`src/design/fqd_pkg.sv`:
```
// shared constants, types and codes for the fifo queue with delete
package fqd_pkg;

    localparam int DEPTH       = 16;
    localparam int HANDLE_BITS = 32;
    localparam int CNT_W       = $clog2(DEPTH + 1);

    localparam int REQ_W    = 2;
    localparam int STATUS_W = 3;
    localparam int ITEM_W   = 32;
    localparam int OCC_W    = 5;

    typedef enum logic [REQ_W-1:0] {
        REQ_ENQUEUE = 2'd0,
        REQ_DEQUEUE = 2'd1,
        REQ_DELETE  = 2'd2,
        REQ_NONE    = 2'd3
    } t_req;

    typedef enum logic [STATUS_W-1:0] {
        ST_OK       = 3'd0,
        ST_NULL     = 3'd1,
        ST_EMPTY    = 3'd2,
        ST_NOTFOUND = 3'd3,
        ST_FULL     = 3'd4
    } t_status;

    typedef logic [HANDLE_BITS-1:0] t_handle;

    // command broadcast to every cell in the chain
    typedef struct packed {
        logic    enq;
        logic    deq;
        logic    del;
        t_handle handle;
    } t_cell_cmd;

endpackage

```
`src/design/fqd_cell.sv`:
```
// one storage cell of the queue: holds an entry, compares it, shifts toward the front
module fqd_cell (
    input  logic               i_clk,
    input  fqd_pkg::t_cell_cmd i_cmd,
    input  logic               i_occupied,
    input  logic               i_at_tail,
    input  logic               i_hit_prev,
    input  fqd_pkg::t_handle   i_next_entry,
    output logic               o_hit,
    output fqd_pkg::t_handle   o_entry
);

    fqd_pkg::t_handle r_entry;
    fqd_pkg::t_handle n_entry;
    logic             w_shift;

    // hit so far: an earlier cell matched or this one does
    assign o_hit   = i_hit_prev | (i_occupied & (r_entry == i_cmd.handle));
    assign o_entry = r_entry;

    // cells at or behind the removed position take their neighbor's entry
    assign w_shift = i_cmd.deq | (i_cmd.del & o_hit);

    always_comb begin
        n_entry = r_entry;
        if (i_cmd.enq && i_at_tail) begin
            n_entry = i_cmd.handle;
        end else if (w_shift) begin
            n_entry = i_next_entry;
        end
    end

    always_ff @(posedge i_clk) begin
        r_entry <= n_entry;
    end

endmodule

```
`src/design/fifo_queue_with_delete_top.sv`:
```
// top level of the fifo queue with delete: request decode, occupancy count, cell chain, result register
//
// Bounded queue of 16 nonzero 32-bit handles held in a chain of cells, front in cell 0.
// Each request (enqueue, dequeue, delete first match) is decoded and applied combinationally; one request
// is accepted per clock while o_in_stall is low; its result appears in the output register on the next cycle.
// A new item is taken while a result waits as long as the downstream stall is low, so
// the result register is the only buffer. The delete match ripples through all cells
// combinationally, and that chain sets the clock path of the block.
module fifo_queue_with_delete_top (
    input  logic                          i_clk,
    input  logic                          i_rst_n,
    input  logic                          i_in_valid,
    output logic                          o_in_stall,
    input  logic [fqd_pkg::REQ_W-1:0]     i_req_type,
    input  logic [fqd_pkg::ITEM_W-1:0]    i_item_handle,
    output logic                          o_out_valid,
    input  logic                          i_out_stall,
    output logic [fqd_pkg::STATUS_W-1:0]  o_status,
    output logic [fqd_pkg::ITEM_W-1:0]    o_item_out,
    output logic [fqd_pkg::OCC_W-1:0]     o_occupancy
);

    logic                       r_out_valid;
    logic                       n_out_valid;
    fqd_pkg::t_status           r_status;
    fqd_pkg::t_status           n_status;
    logic [fqd_pkg::ITEM_W-1:0] r_item_out;
    logic [fqd_pkg::ITEM_W-1:0] n_item_out;
    logic [fqd_pkg::CNT_W-1:0]  r_count;
    logic [fqd_pkg::CNT_W-1:0]  n_count;

    logic                       w_accept;
    fqd_pkg::t_req              w_req;
    fqd_pkg::t_handle           w_handle;
    logic                       w_null;
    logic                       w_empty;
    logic                       w_full;
    logic                       w_found;
    fqd_pkg::t_cell_cmd         w_cmd;

    fqd_pkg::t_handle           w_entry [fqd_pkg::DEPTH];
    logic                       w_hit   [fqd_pkg::DEPTH+1];

    assign o_in_stall = r_out_valid & i_out_stall;
    assign w_accept   = i_in_valid & ~o_in_stall;

    assign w_req    = fqd_pkg::t_req'(i_req_type);
    assign w_handle = i_item_handle[fqd_pkg::HANDLE_BITS-1:0];
    assign w_null   = (w_handle == '0);
    assign w_empty  = (r_count == '0);
    assign w_full   = (r_count >= fqd_pkg::CNT_W'(fqd_pkg::DEPTH));
    assign w_found  = w_hit[fqd_pkg::DEPTH];

    assign w_hit[0] = 1'b0;

    // commands only fire when the null, empty and full checks pass; a delete that matches no cell shifts nothing
    always_comb begin
        w_cmd.handle = w_handle;
        w_cmd.enq    = w_accept & (w_req == fqd_pkg::REQ_ENQUEUE) & ~w_null & ~w_full;
        w_cmd.deq    = w_accept & (w_req == fqd_pkg::REQ_DEQUEUE) & ~w_empty;
        w_cmd.del    = w_accept & (w_req == fqd_pkg::REQ_DELETE) & ~w_null & ~w_empty;
    end

    genvar g;
    generate
        for (g = 0; g < fqd_pkg::DEPTH; g++) begin : g_cell
            fqd_pkg::t_handle w_next;
            if (g == fqd_pkg::DEPTH - 1) begin : g_last
                assign w_next = w_entry[g];
            end else begin : g_mid
                assign w_next = w_entry[g+1];
            end

            fqd_cell u_cell (
                .i_clk        (i_clk),
                .i_cmd        (w_cmd),
                .i_occupied   (r_count > fqd_pkg::CNT_W'(g)),
                .i_at_tail    (r_count == fqd_pkg::CNT_W'(g)),
                .i_hit_prev   (w_hit[g]),
                .i_next_entry (w_next),
                .o_hit        (w_hit[g+1]),
                .o_entry      (w_entry[g])
            );
        end
    endgenerate

    always_comb begin
        n_count    = r_count;
        n_status   = fqd_pkg::ST_OK;
        n_item_out = '0;
        case (w_req)
            fqd_pkg::REQ_ENQUEUE: begin
                if (w_null) begin
                    n_status = fqd_pkg::ST_NULL;
                end else if (w_full) begin
                    n_status = fqd_pkg::ST_FULL;
                end else begin
                    n_count = r_count + 1'b1;
                end
            end
            fqd_pkg::REQ_DEQUEUE: begin
                if (w_empty) begin
                    n_status = fqd_pkg::ST_EMPTY;
                end else begin
                    n_item_out = fqd_pkg::ITEM_W'(w_entry[0]);
                    n_count    = r_count - 1'b1;
                end
            end
            fqd_pkg::REQ_DELETE: begin
                if (w_null) begin
                    n_status = fqd_pkg::ST_NULL;
                end else if (w_empty) begin
                    n_status = fqd_pkg::ST_EMPTY;
                end else if (!w_found) begin
                    n_status = fqd_pkg::ST_NOTFOUND;
                end else begin
                    n_count = r_count - 1'b1;
                end
            end
            default: begin
                n_count = r_count;
            end
        endcase
    end

    always_comb begin
        n_out_valid = r_out_valid;
        if (w_accept) begin
            n_out_valid = 1'b1;
        end else if (!i_out_stall) begin
            n_out_valid = 1'b0;
        end
    end

    always_ff @(posedge i_clk) begin
        if (!i_rst_n) begin
            r_out_valid <= 1'b0;
            r_count     <= '0;
        end else begin
            r_out_valid <= n_out_valid;
            if (w_accept) begin
                r_count <= n_count;
            end
        end
    end

    always_ff @(posedge i_clk) begin
        if (w_accept) begin
            r_status   <= n_status;
            r_item_out <= n_item_out;
        end
    end

    assign o_out_valid = r_out_valid;
    assign o_status    = r_status;
    assign o_item_out  = r_item_out;
    assign o_occupancy = fqd_pkg::OCC_W'(r_count);

endmodule
```
`config.mk`:
```
export PLATFORM = sky130hd
export DESIGN_NAME = fifo_queue_with_delete_top
export DESIGN_NICKNAME = d
export VERILOG_FILES = /design/src/design/fqd_pkg.sv /design/src/design/fqd_cell.sv /design/src/design/fifo_queue_with_delete_top.sv
export SDC_FILE = /design/constraint.sdc
export NUM_CORES = 1
export LEC_CHECK = 0
export BUFFER_PORTS_ARGS = -buffer_cell sky130_fd_sc_hd__buf_4
export CELL_PAD_IN_SITES_DETAIL_PLACEMENT = 0
export CELL_PAD_IN_SITES_GLOBAL_PLACEMENT = 2
export CORE_UTILIZATION = 50
export CTS_CLUSTER_SIZE = 20
export DETAILED_ROUTE_END_ITERATION = 7
export HOLD_SLACK_MARGIN = 0.12
export PLACE_DENSITY = 0.83
export SKIP_CTS_REPAIR_TIMING = 1
export SYNTH_ARGS = -nofsm -noshare
export SYNTH_HDL_FRONTEND = slang
export SYNTH_SLANG_ARGS = --single-unit
export TNS_END_PERCENT = 100
```
`constraint.sdc`:
```
create_clock -name i_clk -period 8.96 [get_ports i_clk]
set_input_delay 0.896 -clock i_clk [delete_from_list [all_inputs] [get_ports i_clk]]
set_output_delay 0.896 -clock i_clk [all_outputs]
set_load 0.02 [all_outputs]
```
# After elaboration in Yosys (flattened, before gate mapping)
# Index checks and enable logic that the tools add are counted.
# totals
ff_bits	553
wordCells	238
# op_classes
n_addsub	2
magnitude_cmp	17
n_eq_ne	40
n_mux	46
bitwise_logic	76
reduce_logical	37
# op_table
operator	n
$mux 32	30
$eq 32x32->1	16
$and 1x1->1	41
$eq 5x4->1 const B	8
$gt 5x4->1 const B	8
$logic_not 32->1	1
$mux 5	6
$or 1x1->1	30
$reduce_bool 2->1	15
$eq 5x3->1 const B	4
$gt 5x3->1 const B	4
$logic_and 1x1->1	16
$pmux 5 s3	1
$eq 5x2->1 const B	2
$gt 5x1->1 const B	2
$gt 5x2->1 const B	2
$ne 2x2->1 const B	5
$pmux 3 s3	1
$mux 2	4
$reduce_and 8->1	1
$mux 3	2
$add 5x1->5 const B	1
$eq 5x1->1 const B	1
$ge 5x5->1 const B	1
10 further kinds	16

# Longest topological paths before layout
# Gate-level depths: netlist of the first run.
# logic_depth
ltp_word	21
depth_mapped	12

# Modules after synthesis
# Synthesis of the first run repeated with hierarchy kept, for this count alone.
# hier_totals
hier_cells	2098
hier_area_um2	29873.7
# modules_own_cells
mod	n_inst	cells_per_inst	area_each_um2	seq_area_each_um2
fqd_cell	16	118	1731.7	960.9
fifo_queue_with_delete_top	1	210	2167.1	1171.1

# Least setup slack after synthesis of the first run
# Ideal clock, no wire load.
# synth_timing
path_type	input to register
startpoint	input i_item_handle[15] (netlist bit)
endpoint	register g_cell[12].u_cell.r_entry[0] (enable)
setup_time_ns	0.466
arrival_ns	4.758
path_slack_ns	3.737
stages	10
n_path_buf	1
cell_sequence	buf_2 -> xor2_1 -> nor4_2 -> nand4_1 -> or4_1 -> o211ai_2 -> or3_1 -> or2_1 -> nor3b_1 -> o21ai_0
# synth_between
elab_chain_len	17
elab_cells_between_ends	48
cone_classes	13 x eq/ne; 32 x bitwise; 3 x reduce/logical
# synth_rtl
item	line_no	source
start: declaration	fifo_queue_with_delete_top.sv:15	input logic [fqd_pkg::ITEM_W-1:0] i_item_handle,
$eq 32x32->1	fqd_cell.sv:18	assign o_hit = i_hit_prev | (i_occupied & (r_entry == i_cmd.handle));
$and 1x1->1	fqd_cell.sv:18	
$or 1x1->1 (12 in a row)	fqd_cell.sv:18	
$and 1x1->1	fqd_cell.sv:22	assign w_shift = i_cmd.deq | (i_cmd.del & o_hit);
$or 1x1->1	fqd_cell.sv:22	
$reduce_bool 2->1 (no source line) *	--	
end signal: assignment	fqd_cell.sv:34	r_entry <= n_entry;
end: declaration	fqd_cell.sv:13	fqd_pkg::t_handle r_entry;
# Mark *: on every way between the ends. The rest lies on a longest branch, timed or not.
# A chain may end at the register's enable or synchronous reset.

# Final worst setup path of the first run
# layout_timing
startpoint	register r_count, in the netlist o_occupancy[1]
endpoint	register g_cell[12].u_cell.r_entry[29] (enable)
# layout_between
elab_chain_len	17
elab_cells_between_ends	50
cone_classes	14 x order compare; 1 x eq/ne; 32 x bitwise; 3 x reduce/logical
# layout_rtl
item	line_no	source
start: declaration	fifo_queue_with_delete_top.sv:29	logic [fqd_pkg::CNT_W-1:0] r_count;
start signal: assignment	fifo_queue_with_delete_top.sv:142	r_count <= n_count;
$gt 5x1->1	fifo_queue_with_delete_top.sv:77	.i_occupied (r_count > fqd_pkg::CNT_W'(g)),
$and 1x1->1	fqd_cell.sv:18	
$or 1x1->1 (12 in a row)	fqd_cell.sv:18	
$and 1x1->1	fqd_cell.sv:22	
$or 1x1->1	fqd_cell.sv:22	
$reduce_bool 2->1 (no source line) *	--	
# Marks and branches as above.

==> results of run 1 <==
## power by group
part | internal (mW) | switching, mW | leakage [nW] | total [mW]
registers | 2.95 | 0.0839 | 5.04 | 3.03
clock network | 1.33 | 1.04 | 0.887 | 2.37
logic | 0.217 | 0.371 | 4.47 | 0.588
total | 4.49 | 1.50 | 10.4 | 5.99
## flip-flops by register name (all words and copies together), names as in the netlist
name and flops:
g_cell.u_cell.o_entry 512, o_item_out 32, o_occupancy 5, o_out_valid 1, o_status 3
## per-layer routing
| layer | track usage | part of all wire | vias up |
|---|---|---|---|
| li1 | - | - | 7738 |
| met1 | 0.413 | 0.45 | 8942 |
| met2 | 0.430 | 0.44 | 760 |
| met3 | 0.0787 | 0.092 | 138 |
| met4 | 0.0802 | 0.026 | 0 |
| met5 | 0 | 0 | - |
## worst register-to-register path, cell delays in order, from the launching register on
cell and delay [ns]:
dfxtp_1 0.65, inv_1 0.18, ha_1 0.31, nor4b_4 0.20, nor3_1 0.24, nand4_1 0.11
nor4_1 0.64, nand3b_1 0.30, or3_1 0.18, or2_1 0.17, nor3b_1 0.08, o21ai_2 0.10
buf_4 0.41
## stage by stage
stage                     setup WS (ns)  instance area, sq um  total power, mW   util  hold slack [ns]
after global routing               4.75                 32500             6.17  0.549            0.470
after floorplan                    3.74                 30000             3.47      -            0.544
final                              5.03                 32500             5.99  0.549            0.484
after CTS                          5.11                 32500             6.03  0.549            0.449
after global placement             4.62                 30700             3.66  0.518            0.557
after detailed placement           4.57                 30700             3.66  0.518            0.567
## kinds of logic after synthesis
kind of cell | count (synthesis)
DFF | 553
adders and majority gates | 9
muxes | 478
buffers and inverters | 208
xor gates and xnor gates | 512
and+or+nand+nor | 306
AOI/OAI and AO/OA | 61
## how the worst max path moves through the flow
stage | startpoint | endpoint | slack (ns) | cells after the start
final | o_occupancy[1] | g_cell[12].u_cell.o_entry[29] | 5.03 | 12
after global routing | o_occupancy[1] | g_cell[12].u_cell.o_entry[16] | 4.75 | 12
after CTS | o_occupancy[0] | g_cell[12].u_cell.o_entry[29] | 5.11 | 12
after detailed placement | i_item_handle[25] | g_cell[4].u_cell.o_entry[0] | 4.57 | 11
after global placement | i_item_handle[28] | g_cell[4].u_cell.o_entry[0] | 4.62 | 11
after floorplan | i_item_handle[15] | g_cell[12].u_cell.o_entry[0] | 3.74 | 10
## synthesized netlist by cell type, types with 2 or more instances
| library cell | n | area [sq um] |
|---|---|---|
| buf_8 | 2 | 30.0 |
| nor2b_1 | 4 | 25.0 |
| a21oi_1 | 8 | 40.0 |
| buf_2 | 66 | 330 |
| buf_6 | 45 | 507 |
| nor4_2 | 3 | 37.5 |
| nor3b_1 | 2 | 15.0 |
| o21ai_0 | 23 | 115 |
| xnor2_1 | 316 | 2770 |
| and3_1 | 2 | 12.5 |
| a21o_1 | 2 | 15.0 |
| nor3_2 | 3 | 30.0 |
| or3_1 | 5 | 31.3 |
| nand2b_1 | 2 | 12.5 |
| nor3_1 | 12 | 60.1 |
| a2111oi_0 | 2 | 17.5 |
| inv_1 | 15 | 56.3 |
| a211o_1 | 3 | 26.3 |
| buf_1 | 31 | 116 |
| edfxtp_1 | 547 | 16400 |
| nand2_1 | 23 | 86.3 |
| nor4_1 | 66 | 413 |
| a31oi_1 | 3 | 18.8 |
| o21a_1 | 3 | 22.5 |
| and2_1 | 39 | 244 |
| clkbuf_1 | 37 | 139 |
| buf_4 | 11 | 82.6 |
| mux2i_1 | 2 | 20.0 |
| mux2_1 | 19 | 214 |
| nand4_1 | 89 | 557 |
| xnor2_2 | 3 | 48.8 |
| mux2_2 | 457 | 5150 |
| xor2_1 | 193 | 1690 |
| nor2_1 | 28 | 105 |
| a211oi_1 | 2 | 15.0 |
| or4_1 | 3 | 22.5 |
| o41ai_2 | 2 | 32.5 |
| nand3_1 | 19 | 95.1 |
| o21ai_1 | 3 | 15.0 |
| o211ai_2 | 2 | 25.0 |
| dfxtp_1 | 6 | 120 |
| ha_1 | 9 | 113 |
## layout by cell type, fill, tap and decap left out, types with 5 or more instances in the layout
cell type,instances
a21oi_1,8
and2_1,39
buf_4,113
clkbuf_1,16
clkbuf_16,61
clkinv_1,10
clkinv_2,10
dfxtp_1,6
edfxtp_1,547
ha_1,9
inv_1,15
mux2_1,19
mux2_2,457
nand2_1,23
nand3_1,19
nand4_1,89
nor2_1,23
nor2_2,5
nor3_1,12
nor4_1,66
o21ai_0,17
o21ai_2,6
or3_1,5
xnor2_1,316
xor2_1,193
## area by class of cell
type	count	area [sq um]
Clock buffer	77	1590
Clock inverter	30	238
Fill cell	4878	26700
Inverter	16	60.1
Multi-Input combinational cell	1366	12300
Sequential cell	553	16500
Tap cell	773	967
Timing Repair Buffer	113	848
==> reports/results.tsv, run 1 <==
stage	metric	value	unit
clock_tree	CTS HTree Levels	2	
setup_path	count of buffer and inverter cells on the critical path	2	
routing	via count	17600	
setup_path	CP Class	flip-flop to flip-flop	
clock_tree	worst skew pair latency	0.65	ns
floorplanning	core box area	59200	sq um
setup_path	RR Endpoint	g_cell[12].u_cell.o_entry[29]	
synthesis	YS warnings	0	
synthesis	area of the mapped netlist	30000	sq um
final_layout	Final Instance Count excl. Fillers	2928	
synthesis	Compound-Gate Fraction of Synth Area	0.0139	
setup_path	Slowest-stage cell, CP	dfxtp_1	
setup_path	Crit Path Max Fanout	32	
synthesis	Post-Synth Simple-Gate Area	0.0603	
hold_path	Worst Hold Path EP	o_out_valid	
synthesis	Synth async-reset ratio	0	
routing	DR WL/cell	29.7	um
placement	Detailed Place HPWL	56.1	mm
placement	placed cells	2821	
hold_path	hold path cells	2	
sta	unrepaired setup endpoints after global routing	no	
sta	Setup TNS	0	ns
floorplanning	num rows	89	
floorplanning	DIE HEIGHT	247	um
final_layout	Layout area overhead	8.26	%
sta	Period Utilization, post-route	0.439	
clock_tree	clk root buf	clkbuf_16	
global_route	vias in the first global route	17800	
routing	Final ANT Viol Nets	0	
job	max-cap violations	0	
clock_tree	CTS tree	yes	
synthesis	register area share after synthesis	0.551	
setup_path	R2R cell count	12	
routing	final WL	87.0	mm
synthesis	#FFs+latches synth	553	
status	outcome	finished, violations left	
pwr	power density cells	184	nW/um^2
setup_path	worst reg2reg path startpoint	o_occupancy[1]	
setup_path	CP top delay family	simple AND/OR/NAND/NOR gates	
synthesis	Avg Inst Size Synth	14.1	sq um
global_route	first-pass GRT wire length	126	mm
hold_path	HP Class	primary input to flip-flop	
final_layout	share of post-route cells with drive strength above 1	0.316	
sta	Layout Skew	0.0301	ns
routing	routed vias/inst	6.00	
floorplanning	I/O Pins	80	
global_route	GRT Residual Overflow	0	
setup_path	crit end category	flip-flop	
clock_tree	total CTS buffers	60	
sta	Final Critical Period	3.93	ns
sta	Final Setup Violations	0	
floorplanning	Initial Util	0.507	
synthesis	Cells after Synth	2127	
synthesis	Post-Synth Adder-Cell Area	0.00375	
setup_path	CP Data Required Time	9.25	ns
floorplanning	die footprint	61100	sq um
placement	routability congestion estimate	0.904	
synthesis	post-synthesis xor/xnor area fraction	0.150	
setup_path	Cell Chain, Critical Path	inv_1, ha_1, nor4b_4, nor3_1, nand4_1, nor4_1, nand3b_1, or3_1, or2_1, nor3b_1, o21ai_2, buf_4	
clock_tree	Bufs on Longest Clock Path	3	
final_layout	Final Net Count	2157	
setup_path	data arrival time of the worst path	4.22	ns
sta	Hold Vio Cnt, Final	0	
global_route	initial antenna violation count	2	
synthesis	Mapped Nets	2174	
sta	Pins Over Slew Limit	0	
global_route	GRT Overall Usage	0.289	
sta	Worst-Margin Slew	0.807	ns
setup_path	crit start category	flip-flop	
pwr	Worst VDD drop	165	uV
hold_path	min-delay src	i_in_valid	
synthesis	EDFF count, synth	547	
routing	DRC	24	
routing	number of DRC markers in iteration 0	1874	
synthesis	main combinational cell family by area after synthesis	multiplexers	
sta	Fmax achieved	0.254	GHz
pwr	Lkg Pwr	10.4	nW
final_layout	ant diodes	0	
clock_tree	Num Clock Sinks	553	
status	failing checks	DRC	
global_route	largest net degree at the start of global routing	37	
setup_path	Register-to-Register Setup Slack	5.03	ns
sta	slew margin rel.	0.461	
synthesis	post-synth cell types	57	
clock_tree	Reg clk slew, reported paths	0.06	ns
synthesis	Main synth FF type	edfxtp_1	
routing	TritonRoute pass-1 iters	8	
synthesis	mux cell area share after synthesis	0.179	
placement	port bufs	79	
setup_path	Critical Path Max Stage Delay	0.65	ns
floorplanning	Die W	247	um
(Power assumes the default switching activity.)
==> run 2: changes to the inputs <==
Settings changed: CORE_UTILIZATION 50 to 42, PLACE_DENSITY 0.83 to 0.74.
Clock period 8.96 ns to 3.26 ns, I/O delays scaled along.
==> run 2 against run 1 <==
Net effect: the flow now finishes without violations; combinational power increased to 3.5 times the previous value; via count up 4.9%; die area increased by 19%; highest routed layer unchanged.
==> reports/results.tsv, run 2 (synthesized netlist as in run 1, its figures left out) <==
stage	metric	value	unit	change
clock_tree	total CTS buffers	60		unchanged
sta	unrepaired setup endpoints after global routing	yes		was no
final_layout	most frequent cells in the layout	547 x edfxtp_1, 457 x mux2_2, 316 x xnor2_1, 271 x buf_4, 192 x xor2_1		was 547 x edfxtp_1, 457 x mux2_2, 316 x xnor2_1, 193 x xor2_1, 113 x buf_4
setup_path	CP Class	flip-flop to flip-flop		unchanged
routing	routed vias/inst	5.56		was 6.00
job	max-cap violations	0		unchanged
floorplanning	Initial Util	0.427		was 0.507
sta	Fmax achieved	0.313	GHz	was 0.254 GHz
clock_tree	Bufs on Longest Clock Path	3		unchanged
global_route	initial antenna violation count	2		unchanged
final_layout	commonest non-fill, non-tap cell in the layout	edfxtp_1		unchanged
floorplanning	DIE HEIGHT	269	um	was 247 um
global_route	grt peak-use layer	met2		unchanged
setup_path	crit path from	o_occupancy[1]		unchanged
setup_path	Critical Path Max Stage Delay	0.62	ns	was 0.65 ns
final_layout	max reg flops	512		unchanged
setup_path	count of buffer and inverter cells on the critical path	4		was 2
clock_tree	CTS tree	yes		unchanged
routing	TritonRoute pass-1 iters	5		was 8
pwr	internal power	12.6	mW	was 4.49 mW
setup_path	Register-to-Register Setup Slack	0.07	ns	was 5.03 ns
routing	DRC	0		was 24
sta	Layout Skew	0.0315	ns	was 0.0301 ns
pwr	Logic pwr share	0.122		was 0.098
setup_path	RR Endpoint	o_occupancy[0]		was g_cell[12].u_cell.o_entry[29]
setup_path	CP Data Required Time	3.79	ns	was 9.25 ns
global_route	GRT Residual Overflow	0		unchanged
pwr	sequential power share	0.489		was 0.506
clock_tree	clk root buf	clkbuf_16		unchanged
sta	Hold Vio Cnt, Final	0		unchanged
setup_path	CP top delay family	simple AND/OR/NAND/NOR gates		unchanged
sta	Period Utilization, post-route	0.979		was 0.439
final_layout	cell area after layout	35200	sq um	was 32500 sq um
final_layout	Final Net Count	2374		was 2157
setup_path	worst reg2reg path startpoint	o_occupancy[1]		unchanged
sta	final setup margin	0.0688	ns	was 5.03 ns
setup_path	Slowest-stage cell, CP	nor4_2		was dfxtp_1
setup_path	data arrival time of the worst path	3.72	ns	was 4.22 ns
routing	final WL	97.4	mm	was 87.0 mm
routing	Final ANT Viol Nets	0		unchanged
global_route	vias in the first global route	18600		was 17800
setup_path	crit start category	flip-flop		unchanged
placement	port bufs	79		unchanged
setup_path	Cell Chain, Critical Path	inv_1, buf_4, ha_1, o21ba_2, a31oi_1, buf_4, nor3_1, nand4_1, nand3_2, nor4_2, a21oi_2, buf_4, xnor2_1, nor2_1		was inv_1, ha_1, nor4b_4, nor3_1, nand4_1, nor4_1, nand3b_1, or3_1, or2_1, nor3b_1, o21ai_2, buf_4
setup_path	R2R cell count	14		was 12
placement	routability congestion estimate	0.967		was 0.904
clock_tree	worst skew pair latency	0.66	ns	was 0.65 ns
final_layout	share of post-route cells with drive strength above 1	0.385		was 0.316
global_route	global routing met1 resource utilization	0.362		was 0.413
setup_path	most frequent CP cell	buf_4		
pwr	Clk pwr share	0.389		was 0.396
routing	via count	18400		was 17600
setup_path	Crit Path Max Fanout	4		was 32
floorplanning	Die W	269	um	was 247 um
pwr	switching part of the total	0.258		was 0.250
global_route	largest net degree at the start of global routing	36		was 37
pwr	Total Power	17.0	mW	was 5.99 mW
hold_path	HP Class	primary input to flip-flop		unchanged
setup_path	Critical Path End	o_occupancy[0]		was g_cell[12].u_cell.o_entry[29]
global_route	grt met3 use	0.0754		was 0.0787
setup_path	CP Depth	14		was 12
pwr	Switch Pwr	4.37	mW	was 1.50 mW
setup_path	crit end category	flip-flop		unchanged
sta	Pins Over Slew Limit	0		unchanged
pwr	power density cells	482	nW/um^2	was 184 nW/um^2
placement	Post-DP Area	33200	sq um	was 30700 sq um
pwr	Lkg Pwr	11.7	nW	was 10.4 nW
global_route	first-pass GRT wire length	137	mm	was 126 mm
clock_tree	CTS HTree Levels	2		unchanged
global_route	GRT Overall Usage	0.264		was 0.289
global_route	met2 track demand over resource	0.403		was 0.430
floorplanning	die footprint	72600	sq um	was 61100 sq um
sta	hold slack	0.161	ns	was 0.484 ns
routing	number of DRC markers in iteration 0	1789		was 1874
sta	Worst-Margin Slew	0.838	ns	was 0.807 ns
sta	Final Setup Violations	0		unchanged
routing	DR WL/cell	29.4	um	was 29.7 um
final_layout	utilization after layout	0.500		was 0.549
floorplanning	num rows	97		was 89
final_layout	# fillers	6146		was 4878
clock_tree	Reg clk slew, reported paths	0.06	ns	about the same
final_layout	Layout area overhead	17.2	%	was 8.26%
clock_tree	Num Clock Sinks	553		unchanged
sta	Final Critical Period	3.19	ns	was 3.93 ns
sta	slew margin rel.	0.436		was 0.461
floorplanning	core box area	70400	sq um	was 59200 sq um
placement	Detailed Place HPWL	71.6	mm	was 56.1 mm
placement	Setup WS pre-CTS	-0.216	ns	was 4.57 ns
floorplanning	I/O Pins	80		unchanged
pwr	Worst VDD drop	411	uV	was 165 uV
status	outcome	finished, final reports clean		was finished, violations left
run 2: area by class of cell:
cell class | count | area, sq um | area share
multi-input cells | 1366 | 12400 | 0.352
well taps | 940 | 1180 | 0.0334
diodes | 1 | 2.50 | 0.0000711
clock inverters | 41 | 327 | 0.00928
repair buffers | 330 | 3180 | 0.0902
flip-flops and latches | 553 | 16500 | 0.470
clock buffers | 68 | 1530 | 0.0435
inverters | 16 | 63.8 | 0.00181
run 2: worst register-to-register path, stage by stage (launching register included):
cell and delay [ns]:
dfxtp_1 0.33, inv_1 0.09, buf_4 0.12, ha_1 0.15, o21ba_2 0.18, a31oi_1 0.28, buf_4 0.23, nor3_1 0.08
nand4_1 0.29, nand3_2 0.17, nor4_2 0.62, a21oi_2 0.18, buf_4 0.17, xnor2_1 0.13, nor2_1 0.06
run 2: metal layers:
metal  routed length, um  vias to the layer above
li1                    -                     8189
met1               42000                     9409
met2               43300                      702
met3                8880                      145
met4                3160                        0
met5                   0                        -
run 2: worst min path at each step:
stage / start / end / slack (ns) / cells past startpoint
2_1_floorplan: i_item_handle[0] / g_cell[15].u_cell.o_entry[0] / 0.42 / 0
3_3_place_gp: i_in_valid / o_out_valid / 0.55 / 2
3_5_place_dp: i_in_valid / o_out_valid / 0.55 / 2
4_1_cts: i_in_valid / o_out_valid / -0.12 / 2
5_1_grt: i_item_handle[16] / g_cell[15].u_cell.o_entry[16] / 0.14 / 2
6_report: i_item_handle[16] / g_cell[15].u_cell.o_entry[16] / 0.16 / 2
run 2: per-stage QoR:
| stage | setup TNS, ns | instances |
|---|---|---|
| detailed placement | -27.43 | 3196 |
| global route | -0.407 | 3314 |
| CTS | -23.40 | 3305 |
| global placement | -42.04 | 3196 |
| floorplan | -3.70 | 2127 |
| finish | 0 | 3315 |
run 2: power by group through the flow:
| stage | Combinational (mW) | Sequential (mW) | Clock [mW] |
|---|---|---|---|
| after floorplan | 1.12 | 8.40 | 0 |
| after global placement | 2.02 | 8.44 | 0 |
| after detailed placement | 2.02 | 8.44 | 0 |
| after CTS | 2.04 | 8.29 | 6.70 |
| after global routing | 2.17 | 8.31 | 6.95 |
| final | 2.06 | 8.29 | 6.60 |
